### config.mk
export PLATFORM = sky130hd
export DESIGN_NAME = crc8_frame_decoder_unit_flat
export DESIGN_NICKNAME = d
export VERILOG_FILES = /design/src/design/crc8fd_pkg.sv /design/src/design/crc8fd_if.sv /design/src/design/crc8fd_core.sv /design/src/design/crc8_frame_decoder_unit.sv /design/src/flat_wrapper.sv
export SDC_FILE = /design/constraint.sdc
export NUM_CORES = 1
export LEC_CHECK = 0
export ABC_AREA = 1
export BUFFER_PORTS_ARGS = -buffer_cell sky130_fd_sc_hd__buf_2
export CAP_MARGIN = 0
export CORE_MARGIN = 2
export CORE_UTILIZATION = 41
export CTS_BUF_LIST = sky130_fd_sc_hd__clkbuf_2
export CTS_CLUSTER_DIAMETER = 60
export DETAILED_ROUTE_END_ITERATION = 10
export GPL_ROUTABILITY_DRIVEN = 0
export SLEW_MARGIN = 20
export SYNTH_ARGS = -nofsm -noshare
export SYNTH_HDL_FRONTEND = slang
export SYNTH_SLANG_ARGS = --single-unit
### constraint.sdc
create_clock -name i_clk -period 4.5 [get_ports i_clk]
set_input_delay 0.9 -clock i_clk [delete_from_list [all_inputs] [get_ports i_clk]]
set_output_delay 0.9 -clock i_clk [all_outputs]
set_load 0.05 [all_outputs]
### src/design/crc8fd_pkg.sv
// ============================================================================
// crc8fd_pkg
// Shared types, codes and the CRC-8 byte update for the CRC-8 frame decoder.
// ============================================================================
package crc8fd_pkg;

    // CRC-8, polynomial x^8 + x^2 + x + 1, MSB first
    localparam logic [7:0] CRC_POLY = 8'h07;
    localparam logic [7:0] CRC_TOP  = 8'h80;

    // Version register value after reset
    localparam logic [7:0] VERSION_RESET = 8'h01;

    // Frame header positions
    localparam int unsigned POS_COMMAND     = 0;
    localparam int unsigned POS_VERSION     = 1;
    localparam int unsigned POS_TRANSACTION = 2;
    localparam int unsigned POS_FIRST_BODY  = 3;

    // Kind of result request
    typedef enum logic {
        KIND_BODY    = 1'b0,
        KIND_VERDICT = 1'b1
    } t_kind;

    // Verdict status codes
    typedef enum logic [1:0] {
        STATUS_OK          = 2'd0,
        STATUS_BAD_LENGTH  = 2'd1,
        STATUS_CRC_ERROR   = 2'd2,
        STATUS_BAD_VERSION = 2'd3
    } t_status;

    // One result request
    typedef struct packed {
        t_kind      result_kind;
        logic [7:0] body_byte;
        logic [7:0] command_code;
        logic [7:0] transaction_tag;
        logic [7:0] body_count;
        t_status    frame_status;
    } t_result;

    // CRC-8 over one byte, unrolled to eight shift/xor steps
    function automatic logic [7:0] crc8_update(input logic [7:0] crc,
                                               input logic [7:0] data);
        logic [7:0] c;
        c = crc ^ data;
        for (int k = 0; k < 8; k++) begin
            if ((c & CRC_TOP) != 8'h00) begin
                c = (c << 1) ^ CRC_POLY;
            end else begin
                c = c << 1;
            end
        end
        return c;
    endfunction

endpackage

### src/design/crc8fd_if.sv
// ============================================================================
// crc8fd interfaces
// Valid/ready channels for frame bytes, results and the version register.
// ============================================================================

// Frame byte channel
interface crc8fd_in_if;
    logic       valid;
    logic       ready;
    logic [7:0] frame_byte;
    logic       last_byte;

    modport source (output valid, output frame_byte, output last_byte, input ready);
    modport sink   (input valid, input frame_byte, input last_byte, output ready);
endinterface

// Result channel
interface crc8fd_out_if;
    logic       valid;
    logic       ready;
    logic       result_kind;
    logic [7:0] body_byte;
    logic [7:0] command_code;
    logic [7:0] transaction_tag;
    logic [7:0] body_count;
    logic [1:0] frame_status;

    modport source (output valid, output result_kind, output body_byte,
                    output command_code, output transaction_tag,
                    output body_count, output frame_status, input ready);
    modport sink   (input valid, input result_kind, input body_byte,
                    input command_code, input transaction_tag,
                    input body_count, input frame_status, output ready);
endinterface

// Version register write channel
interface crc8fd_cfg_if;
    logic       valid;
    logic       ready;
    logic [7:0] expected_version;

    modport source (output valid, output expected_version, input ready);
    modport sink   (input valid, input expected_version, output ready);
endinterface

### src/design/crc8fd_core.sv
// ============================================================================
// crc8fd_core
// Frame state (position, running CRC, header bytes) and the result for one
// byte, computed in a single pass.
// ============================================================================
module crc8fd_core
    import crc8fd_pkg::*;
#(
    parameter int unsigned MAX_FRAME_BYTES = 256
) (
    input  logic       i_clk,
    input  logic       i_rst_n,
    input  logic       i_step,
    input  logic [7:0] i_byte,
    input  logic       i_last,
    input  logic [7:0] i_expected_version,
    output logic       o_emit,
    output t_result    o_result
);

    localparam int unsigned POS_W = $clog2(MAX_FRAME_BYTES + 1);
    localparam int unsigned BW    = (POS_W > 8) ? POS_W : 8;
    localparam logic [POS_W-1:0] POS_MAX = POS_W'(MAX_FRAME_BYTES);

    logic [POS_W-1:0] r_pos, n_pos;
    logic [7:0]       r_crc, n_crc;
    logic [7:0]       r_cmd, n_cmd;
    logic [7:0]       r_ver, n_ver;
    logic [7:0]       r_tid, n_tid;

    logic             in_body;
    logic [BW-1:0]    body_wide;
    t_status          status;

    assign in_body   = (r_pos >= POS_W'(POS_FIRST_BODY));
    assign body_wide = BW'(r_pos) - BW'(POS_FIRST_BODY);

    // Verdict checks: length, then CRC, then version
    always_comb begin
        if (!in_body || (r_pos >= POS_MAX)) begin
            status = STATUS_BAD_LENGTH;
        end else if (r_crc != i_byte) begin
            status = STATUS_CRC_ERROR;
        end else if (r_ver != i_expected_version) begin
            status = STATUS_BAD_VERSION;
        end else begin
            status = STATUS_OK;
        end
    end

    // Result and next frame state
    always_comb begin
        o_result = '0;
        o_emit   = i_last || in_body;
        n_pos    = r_pos;
        n_crc    = r_crc;
        n_cmd    = r_cmd;
        n_ver    = r_ver;
        n_tid    = r_tid;
        if (i_last) begin
            o_result.result_kind  = KIND_VERDICT;
            o_result.frame_status = status;
            if (status == STATUS_OK) begin
                o_result.command_code    = r_cmd;
                o_result.transaction_tag = r_tid;
                o_result.body_count      = (body_wide > BW'(255)) ? 8'hFF : body_wide[7:0];
            end
            n_pos = '0;
            n_crc = '0;
            n_cmd = '0;
            n_ver = '0;
            n_tid = '0;
        end else begin
            o_result.result_kind = KIND_BODY;
            o_result.body_byte   = i_byte;
            if (r_pos == POS_W'(POS_COMMAND)) begin
                n_cmd = i_byte;
            end
            if (r_pos == POS_W'(POS_VERSION)) begin
                n_ver = i_byte;
            end
            if (r_pos == POS_W'(POS_TRANSACTION)) begin
                n_tid = i_byte;
            end
            n_crc = crc8_update(r_crc, i_byte);
            // counter saturates at the maximum frame length
            if (r_pos < POS_MAX) begin
                n_pos = r_pos + POS_W'(1);
            end
        end
    end

    // Frame state registers
    always_ff @(posedge i_clk) begin
        if (!i_rst_n) begin
            r_pos <= '0;
            r_crc <= '0;
            r_cmd <= '0;
            r_ver <= '0;
            r_tid <= '0;
        end else if (i_step) begin
            r_pos <= n_pos;
            r_crc <= n_crc;
            r_cmd <= n_cmd;
            r_ver <= n_ver;
            r_tid <= n_tid;
        end
    end

endmodule

### src/design/crc8_frame_decoder_unit.sv
// ============================================================================
// crc8_frame_decoder_unit
// CRC-8 checked frame decoder: body bytes pass through, final byte yields a
// verdict with command, transaction id, body length and status.
// ============================================================================
// The block takes one frame byte per clock cycle and sustains that rate with
// no gaps while the result channel is not stalled. A byte goes into an input
// register, its result is formed in one pass (one byte of CRC-8 as eight
// unrolled XOR steps, and the verdict compares) and written into the output
// register. Header bytes and non-final bytes of short frames give no result.
// The input ready follows the output ready within the same cycle when both
// registers are full and the held byte gives a result. The version register is
// written through its own channel, always ready, and should be written only
// while no frame is in flight.
module crc8_frame_decoder_unit
    import crc8fd_pkg::*;
#(
    parameter int unsigned MAX_FRAME_BYTES = 256
) (
    input  logic            i_clk,
    input  logic            i_rst_n,
    crc8fd_in_if.sink       i_in,
    crc8fd_out_if.source    o_out,
    crc8fd_cfg_if.sink      i_cfg
);

    logic       r_in_valid;
    logic [7:0] r_in_byte;
    logic       r_in_last;
    logic       r_out_valid;
    t_result    r_out;
    logic [7:0] r_expected_version;

    logic       emit;
    logic       advance;
    t_result    result;

    // Frame processing
    crc8fd_core #(
        .MAX_FRAME_BYTES (MAX_FRAME_BYTES)
    ) u_core (
        .i_clk              (i_clk),
        .i_rst_n            (i_rst_n),
        .i_step             (advance),
        .i_byte             (r_in_byte),
        .i_last             (r_in_last),
        .i_expected_version (r_expected_version),
        .o_emit             (emit),
        .o_result           (result)
    );

    // Held byte moves on when it needs no output slot or the slot frees up
    assign advance    = r_in_valid && (!emit || !r_out_valid || o_out.ready);
    assign i_in.ready = !r_in_valid || advance;

    // Input register
    always_ff @(posedge i_clk) begin
        if (!i_rst_n) begin
            r_in_valid <= 1'b0;
        end else if (i_in.valid && i_in.ready) begin
            r_in_valid <= 1'b1;
        end else if (advance) begin
            r_in_valid <= 1'b0;
        end
    end

    always_ff @(posedge i_clk) begin
        if (i_in.valid && i_in.ready) begin
            r_in_byte <= i_in.frame_byte;
            r_in_last <= i_in.last_byte;
        end
    end

    // Output register
    always_ff @(posedge i_clk) begin
        if (!i_rst_n) begin
            r_out_valid <= 1'b0;
        end else if (advance && emit) begin
            r_out_valid <= 1'b1;
        end else if (o_out.ready) begin
            r_out_valid <= 1'b0;
        end
    end

    always_ff @(posedge i_clk) begin
        if (advance && emit) begin
            r_out <= result;
        end
    end

    assign o_out.valid           = r_out_valid;
    assign o_out.result_kind     = r_out.result_kind;
    assign o_out.body_byte       = r_out.body_byte;
    assign o_out.command_code    = r_out.command_code;
    assign o_out.transaction_tag = r_out.transaction_tag;
    assign o_out.body_count      = r_out.body_count;
    assign o_out.frame_status    = r_out.frame_status;

    // Version register
    assign i_cfg.ready = 1'b1;

    always_ff @(posedge i_clk) begin
        if (!i_rst_n) begin
            r_expected_version <= VERSION_RESET;
        end else if (i_cfg.valid && i_cfg.ready) begin
            r_expected_version <= i_cfg.expected_version;
        end
    end

endmodule

### src/flat_wrapper.sv
// flat-port wrapper written by rule: the top's interface ports become plain ports
module crc8_frame_decoder_unit_flat import crc8fd_pkg::*;
#(
    parameter int unsigned MAX_FRAME_BYTES = 256
)
  (i_clk, i_rst_n, i_in_valid, i_in_frame_byte, i_in_last_byte, i_in_ready, o_out_valid, o_out_result_kind, o_out_body_byte, o_out_command_code, o_out_transaction_tag, o_out_body_count, o_out_frame_status, o_out_ready, i_cfg_valid, i_cfg_expected_version, i_cfg_ready);
  crc8fd_in_if i_in_i ();
  crc8fd_out_if o_out_i ();
  crc8fd_cfg_if i_cfg_i ();
  input  logic i_clk;
  input  logic i_rst_n;
  input wire logic [$bits(i_in_i.valid)-1:0] i_in_valid;
  input wire logic [$bits(i_in_i.frame_byte)-1:0] i_in_frame_byte;
  input wire logic [$bits(i_in_i.last_byte)-1:0] i_in_last_byte;
  output wire logic [$bits(i_in_i.ready)-1:0] i_in_ready;
  output wire logic [$bits(o_out_i.valid)-1:0] o_out_valid;
  output wire logic [$bits(o_out_i.result_kind)-1:0] o_out_result_kind;
  output wire logic [$bits(o_out_i.body_byte)-1:0] o_out_body_byte;
  output wire logic [$bits(o_out_i.command_code)-1:0] o_out_command_code;
  output wire logic [$bits(o_out_i.transaction_tag)-1:0] o_out_transaction_tag;
  output wire logic [$bits(o_out_i.body_count)-1:0] o_out_body_count;
  output wire logic [$bits(o_out_i.frame_status)-1:0] o_out_frame_status;
  input wire logic [$bits(o_out_i.ready)-1:0] o_out_ready;
  input wire logic [$bits(i_cfg_i.valid)-1:0] i_cfg_valid;
  input wire logic [$bits(i_cfg_i.expected_version)-1:0] i_cfg_expected_version;
  output wire logic [$bits(i_cfg_i.ready)-1:0] i_cfg_ready;
  assign i_in_i.valid = i_in_valid;
  assign i_in_i.frame_byte = i_in_frame_byte;
  assign i_in_i.last_byte = i_in_last_byte;
  assign i_in_ready = i_in_i.ready;
  assign o_out_valid = o_out_i.valid;
  assign o_out_result_kind = o_out_i.result_kind;
  assign o_out_body_byte = o_out_i.body_byte;
  assign o_out_command_code = o_out_i.command_code;
  assign o_out_transaction_tag = o_out_i.transaction_tag;
  assign o_out_body_count = o_out_i.body_count;
  assign o_out_frame_status = o_out_i.frame_status;
  assign o_out_i.ready = o_out_ready;
  assign i_cfg_i.valid = i_cfg_valid;
  assign i_cfg_i.expected_version = i_cfg_expected_version;
  assign i_cfg_ready = i_cfg_i.ready;
  crc8_frame_decoder_unit #(.MAX_FRAME_BYTES(MAX_FRAME_BYTES)) u_core (.i_clk(i_clk), .i_rst_n(i_rst_n), .i_in(i_in_i), .o_out(o_out_i), .i_cfg(i_cfg_i));
endmodule
==> summary by stage <==
Outcome
The flow ran to the end, and the final reports show no timing, DRC or antenna violations.

CTS
The clock root buffer is sky130_fd_sc_hd__clkbuf_2. The source-to-sink clock delay at the later pin of the worst-skew pair is 0.59 ns. The H-tree depth is 3. The number of buffers inserted to repair setup after CTS is 0. Gates resized during post-CTS repair numbered 0.

The TritonCTS clock tree is yes. The clock slew seen by the registers of the worst setup and hold paths is 0.28 ns. The number of clock buffers inserted by TritonCTS is 9. The number of sinks on the clock net is 95.

No sink is reached through more buffers than the 2 on the longest clock path. The count of hold buffers inserted by post-cts repair is 0.

Detailed routing
The routed design uses 4.08 mm of met2 wire. The number of vias after detailed routing is between 3000 and 4000. The violation count after the first detailed-route iteration is 156. After detailed routing, the total wire length is around 8.9 mm. The average wire per standard cell is 12.3 um.

After detailed routing, the met3 layer carries roughly 460 um of wire. In the final routing, the length of wire on met1 measures ~4.2 mm. After detailed routing, the number of remaining DRC violations is 0. The first-pass iteration count of the detailed router is 4. The highest layer touched by signal routing is met4.

The via density per instance is 4.73. The residual antenna-violating net count after detailed routing is 0.

Critical path
The largest fanout of any net on the critical path is 21. STA classifies the critical path endpoint as an output port. The endpoint required time on the critical path is about 3.6 ns. The worst setup path is launched from a flip-flop. The arrival time of data at the critical path endpoint is between 2 and 3 ns. The class of the most critical setup path is flip-flop to output port.

Synthesis
The per-instance average area after synthesis is 8.35 um2. After synthesis, the share of flip-flops with an asynchronous set or reset is 0%. The share of the synthesized area in compound gates (AO/OA/AOI/OAI) is about 7.7%.

Synthesis produced around 530 cells. The proportion of synthesized chip area in sequential cells is between 50 and 60%. The synthesized-area fraction occupied by and/or/nand/nor cells is about a quarter. The adder and majority gate portion of the synthesized area is under 10%. The multiplexer area fraction after synthesis is 0%. The combined area of all synthesized cells is between 0.004 and 0.005 mm2. Counting flops with a built-in enable in the synthesized netlist gives 44.

The synthesized design contains 95 register bits. The flip-flop cell with the highest count after synthesis is sky130_fd_sc_hd__dfxtp_1. The number of synthesis warnings is 0. The number of distinct standard cells referenced by the synthesized netlist is 28. The main combinational cell family by area after synthesis is simple AND/OR/NAND/NOR gates. Counting every net in the synthesized netlist gives approximately 560. The parity-gate share of the synthesized area counting xor and xnor cells is under 10%.

Power and ir drop
The cell area power density is around 340 mW/mm2. The combinational power share is 14.1%. The switching power is between 0.5 and 0.6 mW. The cell-internal power is ~1.2 mW. The switching fraction of total power is 30.6%. The sequential group share of total power is around 57%. The reported leakage power is roughly 2.2 nW. VDD sags by at most between 0.1 and 0.15 mV. After layout, the design draws a total of around 1.7 mW.

The clock share of power is approximately 29%.

Cells and area
0 antenna diodes ended up in the layout. The register name with the most flops is u_core.u_core.r_pos. In the layout the commonest cells are 120 x sky130_fd_sc_hd__nand2_1, 66 x sky130_fd_sc_hd__nor2_1, 58 x sky130_fd_sc_hd__buf_2. The finished layout cell area is roughly 0.0049 mm2.

For this run, the number of standard cells in the final layout without fillers is a little over 700. The layout cell share with drive strength beyond 1 is between 15 and 20%. The number of flip-flops in the largest register is 9.

In the final design database the tool counted a little over 600 nets. The synthesis-to-layout area growth is 12.0%. The filler cells instantiated in the layout total ~1100. The leading cell type in the layout, fill and taps excluded is sky130_fd_sc_hd__nand2_1.

Timing
The tightest slew margin relative to the limit is between 20% and 30%. After routing, the total negative slack on setup checks comes to 0 ns. The hold violation count in the final report is 0. The worst path uses 75.9% of the clock period.

The worst path in the final design needs a cycle of ~3.4 ns, including I/O delays and setup. The number of setup violations in the final report is 0. Setup repair after global routing left no endpoint under its margin. At the pin with the least slew margin, the transition time is between 1 and 1.5 ns. The max-slew violation count came to 0. The highest clock frequency the design can meet is a little under 0.3 GHz. The final clock skew is about 0.046 ns.

Placed design
The number of placed instances, taps included, is approximately 710. The standard cell area after detailed placement is between 0.004 and 0.005 mm2. The HPWL reported at the end of detailed placement is approximately 6.3 mm. The number of input and output port buffers inserted is just under 60.

GRT
The global-route wire length before repair is 15.4 mm. The maximum number of pins on one net before global-route repair is 52. The number of antenna violations at the first check in global routing is 0. The overall fraction of global-route tracks in use is approximately 17%. The via count of the first global-routing pass came to 3300. For this run the aggregate overflow at the end of global routing stands at 0.

Die
After floorplanning, the core was divided into 37 placement rows. The initial utilization of the core area, before any placement, comes to 42.4%. The y dimension of the die is around 110 um. The horizontal die dimension is ~110 um.

The top-level port count is 60. The core region is slightly above 0.01 mm2. The floorplan step defined a die boundary enclosing around 0.012 mm2.

Flow run
The max-capacitance violation count is 0.

Min path
The worst hold-check path type is input pin to flip-flop.
-- per-layer routing --
layer	vias up	track usage [%]
met5	-	0
met3	12	2.36
li1	1797	-
met2	87	27.0
met4	0	5.49
met1	1518	23.2
-- cell usage after synthesis, types with 4 or more instances --
master | n | share of area [%]
sky130_fd_sc_hd__nand2_1 | 120 | 10
sky130_fd_sc_hd__nor2_1 | 66 | 5.6
sky130_fd_sc_hd__inv_1 | 55 | 4.7
sky130_fd_sc_hd__nand3_1 | 54 | 6.2
sky130_fd_sc_hd__dfxtp_1 | 51 | 23
sky130_fd_sc_hd__a21oi_1 | 45 | 5.1
sky130_fd_sc_hd__edfxtp_1 | 44 | 30
sky130_fd_sc_hd__xor2_1 | 19 | 3.8
sky130_fd_sc_hd__o21ai_0 | 15 | 1.7
sky130_fd_sc_hd__clkbuf_1 | 9 | 0.77
sky130_fd_sc_hd__ha_1 | 7 | 2.0
sky130_fd_sc_hd__inv_2 | 7 | 0.60
sky130_fd_sc_hd__or2_2 | 6 | 0.85
sky130_fd_sc_hd__buf_4 | 5 | 0.85
sky130_fd_sc_hd__xnor2_1 | 4 | 0.80
-- power by group through the flow --
stage / clock [mW] / combinational, mW / sequential (mW)
floorplan: 0 / 0.154 / 1.00
global placement: 0 / 0.234 / 0.974
detailed placement: 0 / 0.236 / 0.975
CTS: 0.490 / 0.237 / 0.958
global route: 0.519 / 0.270 / 0.962
finish: 0.477 / 0.236 / 0.957
-- stage by stage --
stage	hold slack (ns)	setup slack [ns]	utilization, %
after detailed placement	0.456	1.74	46.1
after global placement	0.452	1.77	46.1
final	0.478	1.08	47.5
after global routing	0.440	0.837	47.5
after floorplan	0.441	1.94	-
after CTS	0.442	1.04	47.5
-- path summary, 6_finish.rpt --
check | from | endpoint | slack, ns | cells past startpoint
setup / recovery | u_core.r_in_last$_DFFE_PP_ | i_in_ready | 1.08 | 4
hold / removal | i_in_frame_byte[1] | u_core.r_in_byte[1]$_DFFE_PP_ | 0.48 | 1
hold reg to reg | u_core.u_core.r_tid[3]$_SDFFE_PN0P_ | u_core.u_core.r_tid[3]$_SDFFE_PN0P_ | 0.48 | 2
setup reg to reg | u_core.r_in_last$_DFFE_PP_ | u_core.u_core.r_cmd[0]$_SDFFE_PN0P_ | 1.71 | 7
-- final cells by class --
type | count | area [um2] | share of cell area [%]
sequential | 95 | 2340 | 47.6
multi-input combinational | 353 | 1730 | 35.2
timing repair buffer | 59 | 298 | 6.05
inverter | 63 | 236 | 4.81
tap | 136 | 170 | 3.46
clock inverter | 7 | 97.6 | 1.98
clock buffer | 9 | 45.0 | 0.915
-- critical path, stage by stage (launching register included) --
cell	delay (ns)
sky130_fd_sc_hd__edfxtp_1	0.63
sky130_fd_sc_hd__inv_1	0.56
sky130_fd_sc_hd__nand4_2	0.30
sky130_fd_sc_hd__nand3_1	0.18
sky130_fd_sc_hd__buf_2	0.28
-- cells by family (layout without fill, tap and decap cells) --
family	count (synthesis)	after routing
xor gates and xnor gates	23	23
other	1	1
AOI/OAI and AO/OA	63	63
buffers and inverters	78	138
DFF	95	95
adders and majority gates	7	7
and+or+nand+nor	259	259
No activity file was read; power rests on OpenSTA's default activity.
